**src/hw/rtl/sfoc_pkg.sv**
```systemverilog
package sfoc_pkg;

  // Q.12 fixed point widths
  localparam int unsigned CoefW  = 16;
  localparam int unsigned EstW   = 24;
  localparam int unsigned OpndW  = 25;
  localparam int unsigned ProdW  = CoefW + OpndW;
  localparam int unsigned AccW   = 44;
  localparam int unsigned LvlW   = 15;
  localparam int unsigned CodeW  = 8;
  localparam int unsigned NumW   = LvlW + CodeW;
  localparam int unsigned PcW    = 4;
  localparam int unsigned CfgIdxW = 3;

  // lower drive clamp
  localparam logic signed [OpndW-1:0] SatLow = '0;

  // plant and input matrices, Q.12
  localparam logic signed [CoefW-1:0] CoefA11 = 16'sd3820;
  localparam logic signed [CoefW-1:0] CoefA21 = -16'sd4692;
  localparam logic signed [CoefW-1:0] CoefA22 = 16'sd1868;
  localparam logic signed [CoefW-1:0] CoefB1  = -16'sd483;
  localparam logic signed [CoefW-1:0] CoefB2  = 16'sd328;

  typedef enum logic [CfgIdxW-1:0] {
    CfgRefGain  = 3'd0,
    CfgGainOne  = 3'd1,
    CfgGainTwo  = 3'd2,
    CfgObsOne   = 3'd3,
    CfgObsTwo   = 3'd4,
    CfgRefLevel = 3'd5,
    CfgDcOffset = 3'd6,
    CfgSatMax   = 3'd7
  } cfg_reg_e;

  typedef enum logic [3:0] {
    CoefK0  = 4'd0,
    CoefG1  = 4'd1,
    CoefG2  = 4'd2,
    CoefL1  = 4'd3,
    CoefL2  = 4'd4,
    CoefSA11 = 4'd5,
    CoefSA21 = 4'd6,
    CoefSA22 = 4'd7,
    CoefSB1  = 4'd8,
    CoefSB2  = 4'd9
  } coef_sel_e;

  typedef enum logic [2:0] {
    OpndRef = 3'd0,
    OpndX1  = 3'd1,
    OpndX2  = 3'd2,
    OpndU   = 3'd3,
    OpndErr = 3'd4
  } opnd_sel_e;

  typedef enum logic [1:0] {
    AccNop  = 2'd0,
    AccLoad = 2'd1,
    AccAdd  = 2'd2,
    AccSub  = 2'd3
  } acc_op_e;

  typedef enum logic [1:0] {
    WbNone = 2'd0,
    WbU    = 2'd1,
    WbN1   = 2'd2,
    WbN2   = 2'd3
  } wb_e;

  typedef enum logic [1:0] {
    JmpNone    = 2'd0,
    JmpDivBusy = 2'd1,
    JmpOutFull = 2'd2
  } jmp_e;

  typedef struct packed {
    coef_sel_e      coef;
    opnd_sel_e      opnd;
    acc_op_e        acc;
    wb_e            wb;
    logic           div_start;
    logic           div_ref;     // 0: drive value, 1: reference value
    logic           cap_drive;
    logic           emit;
    logic           last;
    jmp_e           jmp;
    logic [PcW-1:0] tgt;
  } ucode_t;

  // The accumulate field acts on the product issued by the previous step.
  function automatic ucode_t ucode(logic [PcW-1:0] pc);
    ucode_t w;
    w = '{coef: CoefK0, opnd: OpndRef, acc: AccNop, wb: WbNone, div_start: 1'b0,
          div_ref: 1'b0, cap_drive: 1'b0, emit: 1'b0, last: 1'b0, jmp: JmpNone,
          tgt: '0};
    case (pc)
      4'd0: begin
        w.coef = CoefK0; w.opnd = OpndRef;
      end
      4'd1: begin
        w.coef = CoefG1; w.opnd = OpndX1; w.acc = AccLoad;
      end
      4'd2: begin
        w.coef = CoefG2; w.opnd = OpndX2; w.acc = AccSub;
      end
      4'd3: begin
        w.coef = CoefSA11; w.opnd = OpndX1; w.acc = AccSub;
      end
      4'd4: begin
        w.coef = CoefL1; w.opnd = OpndErr; w.acc = AccLoad; w.wb = WbU;
      end
      4'd5: begin
        w.coef = CoefSB1; w.opnd = OpndU; w.acc = AccAdd; w.div_start = 1'b1;
      end
      4'd6: begin
        w.coef = CoefSA21; w.opnd = OpndX1; w.acc = AccAdd;
      end
      4'd7: begin
        w.coef = CoefSA22; w.opnd = OpndX2; w.acc = AccLoad; w.wb = WbN1;
      end
      4'd8: begin
        w.coef = CoefSB2; w.opnd = OpndU; w.acc = AccAdd;
      end
      4'd9: begin
        w.coef = CoefL2; w.opnd = OpndErr; w.acc = AccAdd;
      end
      4'd10: begin
        w.acc = AccAdd;
      end
      4'd11: begin
        w.wb = WbN2;
      end
      4'd12: begin
        w.jmp = JmpDivBusy; w.tgt = 4'd12;
      end
      4'd13: begin
        w.cap_drive = 1'b1; w.div_start = 1'b1; w.div_ref = 1'b1;
      end
      4'd14: begin
        w.jmp = JmpDivBusy; w.tgt = 4'd14;
      end
      4'd15: begin
        w.emit = 1'b1; w.last = 1'b1; w.jmp = JmpOutFull; w.tgt = 4'd15;
      end
      default: begin
        w.last = 1'b1;
      end
    endcase
    return w;
  endfunction

endpackage

```
**src/hw/rtl/state_feedback_observer_controller.sv**
```systemverilog
// State-feedback controller with a two-state predictive observer. Each item (reference
// switch plus one measured sample) yields one result: the DAC code of the clamped,
// offset drive and the DAC code of the offset reference. A microcoded sequencer steps
// one shared 16 x 25 bit multiplier and a 44-bit accumulator through the drive and
// both estimate updates, and a bit-serial scaler forms each DAC code. The 16-step
// program holds twelve multiply-accumulate and write-back steps, two waits on the
// scaler, and the capture and emit steps. One item is worked on at a time.
// A new item is taken while a finished result still waits at the output,
// and the sequencer then holds on its emit step until the output register is free.
module state_feedback_observer_controller
  import sfoc_pkg::*;
(
  input  logic               clk_i,
  input  logic               rst_ni,
  input  logic               in_valid_i,
  output logic               in_stall_o,
  input  logic               ref_high_i,
  input  logic signed [15:0] y_sample_i,
  output logic               out_valid_o,
  input  logic               out_stall_i,
  output logic [CodeW-1:0]   drive_code_o,
  output logic [CodeW-1:0]   ref_code_o,
  input  logic               cfg_we_i,
  input  logic [CfgIdxW-1:0] cfg_idx_i,
  input  logic [CoefW-1:0]   cfg_data_i
);

  // configuration
  logic signed [CoefW-1:0] ref_gain_q, gain_one_q, gain_two_q, obs_one_q, obs_two_q;
  logic [LvlW-1:0]         ref_level_q, dc_offset_q, sat_max_q;

  // sequencer
  logic           run_q;
  logic [PcW-1:0] pc_q;
  ucode_t         uc;
  logic           jump;
  logic           in_acc;

  // datapath
  logic                    ref_high_q;
  logic signed [15:0]      y_q;
  logic signed [EstW-1:0]  est_first_q, est_second_q, u_q;
  logic signed [ProdW-1:0] prod_q;
  logic signed [AccW-1:0]  acc_q;
  logic signed [AccW-1:0]  rnd;
  logic signed [EstW-1:0]  rnd_sat;
  logic signed [CoefW-1:0] coef;
  logic signed [OpndW-1:0] opnd;
  logic signed [15:0]      ref_val;
  logic signed [OpndW-1:0] err;
  logic signed [OpndW-1:0] drive_lvl, ref_lvl;
  logic [LvlW-1:0]         div_num;
  logic                    div_busy;
  logic [CodeW-1:0]        div_quo;
  logic [CodeW-1:0]        drive_stage_q;

  logic             out_valid_q;
  logic [CodeW-1:0] drive_code_q, ref_code_q;
  logic             out_full;

  function automatic logic [LvlW-1:0] clamp_lvl(logic signed [OpndW-1:0] v,
                                                logic [LvlW-1:0] full);
    logic signed [OpndW-1:0] r;
    r = v;
    if (r < SatLow) r = SatLow;
    if (r > $signed(OpndW'(full))) r = $signed(OpndW'(full));
    if (r <= 0) r = '0;
    return r[LvlW-1:0];
  endfunction

  // configuration port
  always_ff @(posedge clk_i or negedge rst_ni) begin
    if (!rst_ni) begin
      ref_gain_q  <= 16'sd2334;
      gain_one_q  <= 16'sd11907;
      gain_two_q  <= 16'sd6701;
      obs_one_q   <= -16'sd2062;
      obs_two_q   <= 16'sd4049;
      ref_level_q <= 15'd2048;
      dc_offset_q <= 15'd10240;
      sat_max_q   <= 15'd16712;
    end else if (cfg_we_i) begin
      case (cfg_reg_e'(cfg_idx_i))
        CfgRefGain:  ref_gain_q  <= cfg_data_i;
        CfgGainOne:  gain_one_q  <= cfg_data_i;
        CfgGainTwo:  gain_two_q  <= cfg_data_i;
        CfgObsOne:   obs_one_q   <= cfg_data_i;
        CfgObsTwo:   obs_two_q   <= cfg_data_i;
        CfgRefLevel: ref_level_q <= cfg_data_i[LvlW-1:0];
        CfgDcOffset: dc_offset_q <= cfg_data_i[LvlW-1:0];
        CfgSatMax:   sat_max_q   <= cfg_data_i[LvlW-1:0];
        default: ;
      endcase
    end
  end

  // sequencer
  assign uc       = ucode(pc_q);
  assign out_full = out_valid_q && out_stall_i;
  assign in_stall_o = run_q;
  assign in_acc   = in_valid_i && !run_q;

  always_comb begin
    case (uc.jmp)
      JmpNone:    jump = 1'b0;
      JmpDivBusy: jump = div_busy;
      JmpOutFull: jump = out_full;
      default:    jump = 1'b0;
    endcase
  end

  always_ff @(posedge clk_i or negedge rst_ni) begin
    if (!rst_ni) begin
      run_q <= 1'b0;
      pc_q  <= '0;
    end else if (in_acc) begin
      run_q <= 1'b1;
      pc_q  <= '0;
    end else if (run_q) begin
      if (jump) begin
        pc_q <= uc.tgt;
      end else if (uc.last) begin
        run_q <= 1'b0;
      end else begin
        pc_q <= pc_q + 1'b1;
      end
    end
  end

  always_ff @(posedge clk_i) begin
    if (in_acc) begin
      ref_high_q <= ref_high_i;
      y_q        <= y_sample_i;
    end
  end

  // operand selection
  assign ref_val = ref_high_q ? $signed({1'b0, ref_level_q}) : -$signed({1'b0, ref_level_q});
  assign err     = OpndW'(y_q) - OpndW'(est_second_q);

  always_comb begin
    case (uc.coef)
      CoefK0:   coef = ref_gain_q;
      CoefG1:   coef = gain_one_q;
      CoefG2:   coef = gain_two_q;
      CoefL1:   coef = obs_one_q;
      CoefL2:   coef = obs_two_q;
      CoefSA11: coef = CoefA11;
      CoefSA21: coef = CoefA21;
      CoefSA22: coef = CoefA22;
      CoefSB1:  coef = CoefB1;
      CoefSB2:  coef = CoefB2;
      default:  coef = '0;
    endcase
  end

  always_comb begin
    case (uc.opnd)
      OpndRef: opnd = OpndW'(ref_val);
      OpndX1:  opnd = OpndW'(est_first_q);
      OpndX2:  opnd = OpndW'(est_second_q);
      OpndU:   opnd = OpndW'(u_q);
      OpndErr: opnd = err;
      default: opnd = '0;
    endcase
  end

  // round half up to Q.12, then saturate to 24 bits
  assign rnd = (acc_q + AccW'(2048)) >>> 12;
  always_comb begin
    if (rnd > AccW'(8388607)) begin
      rnd_sat = 24'sh7fffff;
    end else if (rnd < -AccW'(8388608)) begin
      rnd_sat = -24'sh800000;
    end else begin
      rnd_sat = rnd[EstW-1:0];
    end
  end

  always_ff @(posedge clk_i) begin
    if (run_q) begin
      prod_q <= coef * opnd;
      case (uc.acc)
        AccNop:  ;
        AccLoad: acc_q <= AccW'(prod_q);
        AccAdd:  acc_q <= acc_q + AccW'(prod_q);
        AccSub:  acc_q <= acc_q - AccW'(prod_q);
        default: ;
      endcase
      if (uc.wb == WbU) begin
        u_q <= rnd_sat;
      end
      if (uc.cap_drive) begin
        drive_stage_q <= div_quo;
      end
    end
  end

  always_ff @(posedge clk_i or negedge rst_ni) begin
    if (!rst_ni) begin
      est_first_q  <= '0;
      est_second_q <= '0;
    end else if (run_q) begin
      case (uc.wb)
        WbN1:    est_first_q  <= rnd_sat;
        WbN2:    est_second_q <= rnd_sat;
        default: ;
      endcase
    end
  end

  // DAC scaling
  assign drive_lvl = OpndW'(u_q) + OpndW'(dc_offset_q);
  assign ref_lvl   = OpndW'(ref_val) + OpndW'(dc_offset_q);
  assign div_num   = uc.div_ref ? clamp_lvl(ref_lvl, sat_max_q)
                                : clamp_lvl(drive_lvl, sat_max_q);

  sfoc_div u_div (
    .clk_i   (clk_i),
    .rst_ni  (rst_ni),
    .start_i (run_q && uc.div_start),
    .num_i   (div_num),
    .full_i  (sat_max_q),
    .busy_o  (div_busy),
    .quo_o   (div_quo)
  );

  // result register
  always_ff @(posedge clk_i or negedge rst_ni) begin
    if (!rst_ni) begin
      out_valid_q <= 1'b0;
    end else if (run_q && uc.emit && !out_full) begin
      out_valid_q <= 1'b1;
    end else if (out_valid_q && !out_stall_i) begin
      out_valid_q <= 1'b0;
    end
  end

  always_ff @(posedge clk_i) begin
    if (run_q && uc.emit && !out_full) begin
      drive_code_q <= drive_stage_q;
      ref_code_q   <= div_quo;
    end
  end

  assign out_valid_o  = out_valid_q;
  assign drive_code_o = drive_code_q;
  assign ref_code_o   = ref_code_q;

endmodule

```
**src/hw/rtl/sfoc_div.sv**
```systemverilog
// Scales a clamped level to a DAC code: floor(255 * num / full), one bit a cycle.
module sfoc_div
  import sfoc_pkg::*;
(
  input  logic             clk_i,
  input  logic             rst_ni,
  input  logic             start_i,
  input  logic [LvlW-1:0]  num_i,
  input  logic [LvlW-1:0]  full_i,
  output logic             busy_o,
  output logic [CodeW-1:0] quo_o
);

  logic [NumW-1:0]          rem_q, rem_d;
  logic [LvlW-1:0]          den_q, den_d;
  logic [CodeW-1:0]         quo_q, quo_d;
  logic [$clog2(CodeW)-1:0] cnt_q, cnt_d;
  logic                     busy_q, busy_d;
  logic [NumW-1:0]          trial;

  assign trial = NumW'(den_q) << cnt_q;

  always_comb begin
    rem_d  = rem_q;
    den_d  = den_q;
    quo_d  = quo_q;
    cnt_d  = cnt_q;
    busy_d = busy_q;
    if (start_i) begin
      // 255 * num as a shift and subtract
      rem_d  = {num_i, {CodeW{1'b0}}} - NumW'(num_i);
      den_d  = full_i;
      quo_d  = '0;
      cnt_d  = '1;
      busy_d = 1'b1;
    end else if (busy_q) begin
      if (den_q != '0 && rem_q >= trial) begin
        rem_d        = rem_q - trial;
        quo_d[cnt_q] = 1'b1;
      end
      cnt_d = cnt_q - 1'b1;
      if (cnt_q == '0) begin
        busy_d = 1'b0;
      end
    end
  end

  always_ff @(posedge clk_i or negedge rst_ni) begin
    if (!rst_ni) begin
      busy_q <= 1'b0;
      cnt_q  <= '0;
    end else begin
      busy_q <= busy_d;
      cnt_q  <= cnt_d;
    end
  end

  always_ff @(posedge clk_i) begin
    rem_q <= rem_d;
    den_q <= den_d;
    quo_q <= quo_d;
  end

  assign busy_o = busy_q;
  assign quo_o  = quo_q;

endmodule
```
**config.mk**
```make
export PLATFORM = sky130hd
export DESIGN_NAME = state_feedback_observer_controller
export DESIGN_NICKNAME = d
export VERILOG_FILES = /design/src/hw/rtl/sfoc_pkg.sv /design/src/hw/rtl/state_feedback_observer_controller.sv /design/src/hw/rtl/sfoc_div.sv
export SDC_FILE = /design/constraint.sdc
export NUM_CORES = 2
export LEC_CHECK = 0
export BUFFER_PORTS_ARGS = -buffer_cell sky130_fd_sc_hd__buf_2
export CAP_MARGIN = 20
export CORE_ASPECT_RATIO = 0.8
export CORE_UTILIZATION = 45
export DETAILED_ROUTE_END_ITERATION = 8
export PLACE_DENSITY = 0.64
export SYNTH_ARGS = -nofsm -noshare
export SYNTH_HDL_FRONTEND = slang
export SYNTH_HIERARCHICAL = 1
export SYNTH_SLANG_ARGS = --single-unit
```
**constraint.sdc**
```tcl
create_clock -name clk_i -period 16.4 [get_ports clk_i]
set_clock_uncertainty 0.15 [all_clocks]
set_input_delay 1.64 -clock clk_i [delete_from_list [all_inputs] [get_ports clk_i]]
set_output_delay 1.64 -clock clk_i [all_outputs]
set_load 0.01 [all_outputs]
```
# Yosys cells after proc, flatten, opt, wreduce, memory -nomap -nowiden

Cells that the tools add are included.

Eq/ne operators: 44
Multipliers: 1
Bitwise operators: 1
Shifts and indexed selects: 1
$add $sub $neg: 11
Multiplexer cells: 41
Order comparisons: 11
Reduce and logical (&&, ||, !) cells: 41

Operators with widths:

| cell                                                                              | count |
|---|---|
| 16-bit one-hot mux with 10 select lines                                           | 1 |
| 44-bit one-hot mux with 3 select lines                                            | 1 |
| 25-bit one-hot mux with 5 select lines                                            | 1 |
| 25-bit 2-to-1 mux                                                                 | 4 |
| 23-bit 2-to-1 mux                                                                 | 3 |
| 7-bit one-hot mux with 9 select lines                                             | 1 |
| 25-bit by 16-bit > comparator with 1-bit output                                   | 2 |
| 25-bit by 1-bit less-or-equal comparator with 1-bit output, second input constant | 2 |
| 24-bit 2-to-1 mux                                                                 | 2 |
| 15-bit 2-to-1 mux                                                                 | 3 |
| 44-bit by 13-bit adder with 44-bit output, second input constant                  | 1 |
| 44-bit by 41-bit adder with 44-bit output                                         | 1 |
| 44-bit by 41-bit subtractor with 44-bit output                                    | 1 |
| 16-bit by 25-bit multiplier with 41-bit output                                    | 1 |
| 4-bit equality test, second input constant                                        | 10 |
| 4-bit by 3-bit equality test with 1-bit output, second input constant             | 8 |
| 32-bit by 24-bit > comparator with 1-bit output, second input constant            | 1 |
| 32-bit by 24-bit < comparator with 1-bit output, second input constant            | 1 |
| 2-bit AND reduction                                                               | 16 |
| 24-bit by 16-bit adder with 25-bit output                                         | 1 |
| 25-bit by 1-bit < comparator with 1-bit output, second input constant             | 1 |
| 16-bit by 24-bit subtractor with 25-bit output                                    | 1 |
| 23-bit greater-or-equal comparator                                                | 1 |
| 15-bit by 3-bit << shifter with 23-bit output                                     | 1 |
| other kinds (37)                                                                  | 86 |

Output and inout bits: 18
Register bits: 379

# Longest topological paths before layout

Depth in word-level cells: 12
Depth in mapped cells: 37
Mapped depth without buffers: 35

# By module

Netlist, hierarchy kept.

Modules (own cells, without submodules):

| module                             | cells an instance | area each (um2) | instances |
|---|---|---|---|
| state_feedback_observer_controller | 4078              | 37249.5         | 1 |
| sfoc_div                           | 448               | 4216.5          | 1 |

# Least setup slack after synthesis

No wires, ideal clock.

Path kind: register -> register
From: reg pc_q[0]
To: reg prod_q[39] (data pin)
Path buffers: 2
Path slack: 7760 ps
Data arrival time: 8230 ps
Stages on the path, launching flop included: 31
Library setup time: 260 ps
Cells stage by stage: dfrtp_1 > inv_1 > ha_1 > clkbuf_1 > o21ai_0 > a2bb2oi_1 > o21ai_0 > clkbuf_1 > and2_1 > nor4_1 > nor2_1 > fa_1 > inv_1 > fa_1 > fa_1 > inv_1 > fa_1 > fa_1 > inv_1 > fa_1 > inv_1 > ha_1 > a21oi_1 > o21ai_0 > a2111oi_0 > a21oi_1 > nor4b_1 > nor3_1 > o21ai_0 > mux2i_1 > nand2_1

Longest elaborated chain between the ends: 5

RTL lines:

| what                                                                                              | line                                                                                 | source |
|---|---|---|
| from (decl)                                                                                       | state_feedback_observer_controller.sv:34                                             | `logic [PcW-1:0] pc_q;` |
| from (signal assigned)                                                                            | state_feedback_observer_controller.sv:121                                            | `pc_q <= uc.tgt;` |
| from (signal assigned)                                                                            | state_feedback_observer_controller.sv:125                                            | `pc_q <= pc_q + 1'b1;` |
| 4-bit equality test, or another cell as far along                                                 | sfoc_pkg.sv:97                                                                       | `case (pc)` |
| 7-bit one-hot mux with 9 select lines *                                                           | sfoc_pkg.sv:97                                                                       |  |
| 4-bit equality test, or another cell as far along                                                 | state_feedback_observer_controller.sv:142                                            | `case (uc.coef)` |
| 16-bit one-hot mux with 10 select lines or 25-bit one-hot mux with 5 select lines (tied branches) | state_feedback_observer_controller.sv:142, state_feedback_observer_controller.sv:158 |  |
| 16-bit by 25-bit multiplier with 41-bit output *                                                  | state_feedback_observer_controller.sv:182                                            | `prod_q <= coef * opnd;` |
| to (signal assigned)                                                                              | state_feedback_observer_controller.sv:182                                            |  |
| to (decl)                                                                                         | state_feedback_observer_controller.sv:43                                             | `logic signed [ProdW-1:0] prod_q;` |

Every way passes the cells marked *; elsewhere a longest branch is shown, timed or not.
A chain may end at the register's enable or synchronous reset.

# Worst setup path in the final report

Same ends and word-level chain as after synthesis.

==> flow_summary.rst <==
.. list-table::
   :header-rows: 1

   * - Metric
     - Value
   * - Post-CTS Setup Inserts
     - 0
   * - Slew Limit Fails
     - 0
   * - Clk root buf
     - sky130_fd_sc_hd__clkbuf_16
   * - Endpoints failing hold
     - 0
   * - Row count
     - 99
   * - Post-synthesis async set-or-reset flop share
     - 0.483
   * - Chip Height
     - 274 µm
   * - Critical path's most frequent cell
     - sky130_fd_sc_hd__fa_1
   * - CP startpoint kind
     - register
   * - Number of synthesized flops with an enable pin
     - 188
   * - Aggregate routed wire length
     - 122 mm
   * - Post-synthesis instance total
     - 4526
   * - Total overflow reported by the global router
     - 0
   * - Commonest cells after routing, fill and taps aside
     - sky130_fd_sc_hd__inv_1 (611), sky130_fd_sc_hd__nor2_1 (411), sky130_fd_sc_hd__fa_1 (394), sky130_fd_sc_hd__nand2_1 (390), sky130_fd_sc_hd__ha_1 (267)
   * - Slew margin rel.
     - 0.271
   * - Run status
     - completed
   * - Area taken by multi-input logic gates
     - 28200 µm²
   * - Critical Setup Path Class
     - reg2reg
   * - Maximum number of pins on one net before global-route repair
     - 84
   * - Total number of clock tree sinks
     - 379
   * - Final-layout setup total negative slack
     - 0 ns
   * - Cells resized by post-CTS repair
     - 0
   * - Area post-placement
     - 43200 µm²
   * - Time the worst path needs with I/O delays and setup
     - 10.60 ns
   * - Req. time, crit path
     - 16.59 ns
   * - Fraction of layout cells with a size suffix above 1
     - 0.104
   * - Maximum capacitance violations
     - 0
   * - Effective utilization at floorplan
     - 0.455
   * - Synthesized area per cell
     - 9.16 µm²
   * - CTS H-tree depth
     - 2
   * - CTS max path bufs
     - 3
   * - Final setup violation count
     - 0
   * - Worst-Skew Late Latency
     - 0.61 ns
   * - Worst Path Max Fanout
     - 30
   * - Synthesized netlist net count
     - 5228
   * - Primary flip-flop cell chosen by synthesis mapping
     - sky130_fd_sc_hd__edfxtp_1
   * - All-layer global routing usage
     - 0.266
   * - Post-route clock period utilization
     - 0.647
   * - HPWL after detailed placement
     - 95.0 mm
   * - Yosys cell types
     - 102
   * - Clock tree from TritonCTS
     - done
   * - DR iter-0 viols
     - 3217
   * - Number of buffers inserted during clock tree synthesis
     - 43
   * - Sequential Area
     - 10400 µm²
   * - Remaining design rule violation count
     - 0
   * - Data arrival time at the worst-slack endpoint
     - 10.79 ns
   * - Area grow syn2layout
     - 7.59%
   * - Post-synthesis instance area
     - 41500 µm²
   * - Die Footprint
     - 93400 µm²
   * - # IOs
     - 59
   * - Hold WC Path Type
     - reg2reg
   * - Sequential area share after synthesis
     - 0.252
   * - First-pass GRT wire length
     - 193 mm
   * - Kind of end point of the critical path
     - register
   * - Detail-routed via count per cell
     - 5.81
   * - Number of warnings reported in the yosys synthesis log
     - 6
   * - Core area
     - 91200 µm²
   * - Post-Layout Inst Area
     - 44600 µm²
   * - Flop and latch count out of synthesis
     - 379
   * - Setup repair after global routing missed its margin
     - false
   * - Total iterations of the first detailed-routing run
     - 7
   * - Cts hold-fix bufs
     - 0
   * - Most common cell after layout, fill and taps aside
     - sky130_fd_sc_hd__inv_1
   * - Achievable Freq
     - 94.3 MHz
   * - Clock-pin slew of the registers on the worst-case setup and hold paths
     - 0.07 ns
   * - Net total in the final layout
     - 5207
   * - Routability-driven placement congestion ratio
     - 0.933
   * - Slowest stage cell on the critical path
     - sky130_fd_sc_hd__a21boi_1
   * - Count of antenna-violating nets left after detailed routing
     - 0
   * - Average detailed-routed wire length per instance
     - 21.2 µm
   * - Antenna violations before repair
     - 0
   * - Least-Margin Pin Slew
     - 1.09 ns
   * - Fill cell instance count of the final layout
     - 8660
   * - Total via count after detailed routing
     - 33400
   * - Number of buffer cells added on primary ports
     - 58
   * - DIE WIDTH
     - 341 µm
   * - Largest stage delay, worst path
     - 0.86 ns
   * - Via count of the first global-routing pass
     - 32800
cell type report:
type,instances,share of cell area
multi-input combinational,3348,0.631
sequential,379,0.234
inverter,611,0.0514
tap,1212,0.0340
clock buffer,59,0.0270
timing repair buffer,122,0.0176
clock inverter,19,0.00440
antenna,1,0.0000561
path summary, 6_finish.rpt:
path | startpoint | end | slack [ns] | depth (start not counted)
max in group asynchronous | rst_ni | est_second_q[8] | 13.85 | 2
min reg2reg | drive_stage_q[2] | drive_code_o[2] | 0.25 | 0
max reg2reg | pc_q[0] | prod_q[39] | 5.80 | 30
min | drive_stage_q[2] | drive_code_o[2] | 0.25 | 0
min in group asynchronous | rst_ni | pc_q[1] | 0.90 | 1
max | pc_q[0] | prod_q[39] | 5.80 | 30
cell usage after synthesis (all sizes together), types with 106 or more instances:
library cell	instances	area share
inv	611	0.055
nor2	412	0.037
fa	394	0.19
nand2	390	0.035
ha	267	0.081
o21ai	229	0.028
a21oi	223	0.027
edfxtp	188	0.14
dfrtp	136	0.082
mux2	135	0.037
clkbuf	134	0.012
xnor2	133	0.028
nand3	106	0.013
critical path: cells and delay by family (launching register included):
family	cells	cell delay, ns
flip-flops	1	0.44
AO/OA/AOI/OAI	6	2.01
adder cells (fa/ha/maj)	8	4.20
AND/OR/NAND/NOR	9	2.56
buffers and inverters	6	0.72
multiplexers	1	0.22
registers in the layout (all words and copies together) (netlist names), 15 cells and up:
register      cells
u_div/den_q      15
dc_offset_q      15
obs_one_q        16
est_first_q      24
gain_one_q       16
prod_q           41
gain_two_q       16
est_second_q     24
ref_level_q      15
y_q              16
ref_gain_q       16
acc_q            44
obs_two_q        16
u_q              24
sat_max_q        15
u_div/rem_q      23
logic make-up after synthesis:
logic type,count (synthesis),share of synthesized area
buffers and inverters,799,0.0742
xor gates and xnor gates,214,0.0452
DFF,379,0.252
and+or+nand+nor,1345,0.154
muxes,175,0.0481
AOI/OAI and AO/OA,953,0.155
adders and majority gates,661,0.271
layer usage:
metal	track usage	up-vias	wire, µm
met2	0.374	1277	49800
li1	-	15500	-
met4	0.0485	0	2070
met1	0.400	16500	56700
met5	0	-	0
met3	0.0791	132	13300
per-stage QoR:
stage / setup slack, ns / hold WS (ns) / util / cells
final: 5.80 / 0.253 / 0.489 / 5751
after global routing: 4.92 / 0.275 / 0.489 / 5750
after CTS: 5.87 / 0.265 / 0.489 / 5749
after detailed placement: 5.94 / 0.256 / 0.474 / 5671
after global placement: 6.16 / 0.252 / 0.474 / 5671
after floorplan: 7.76 / 0.250 / - / 4526
Power is not shown: default switching activity piles up to over one toggle a cycle in this logic, so the estimate is an artifact.
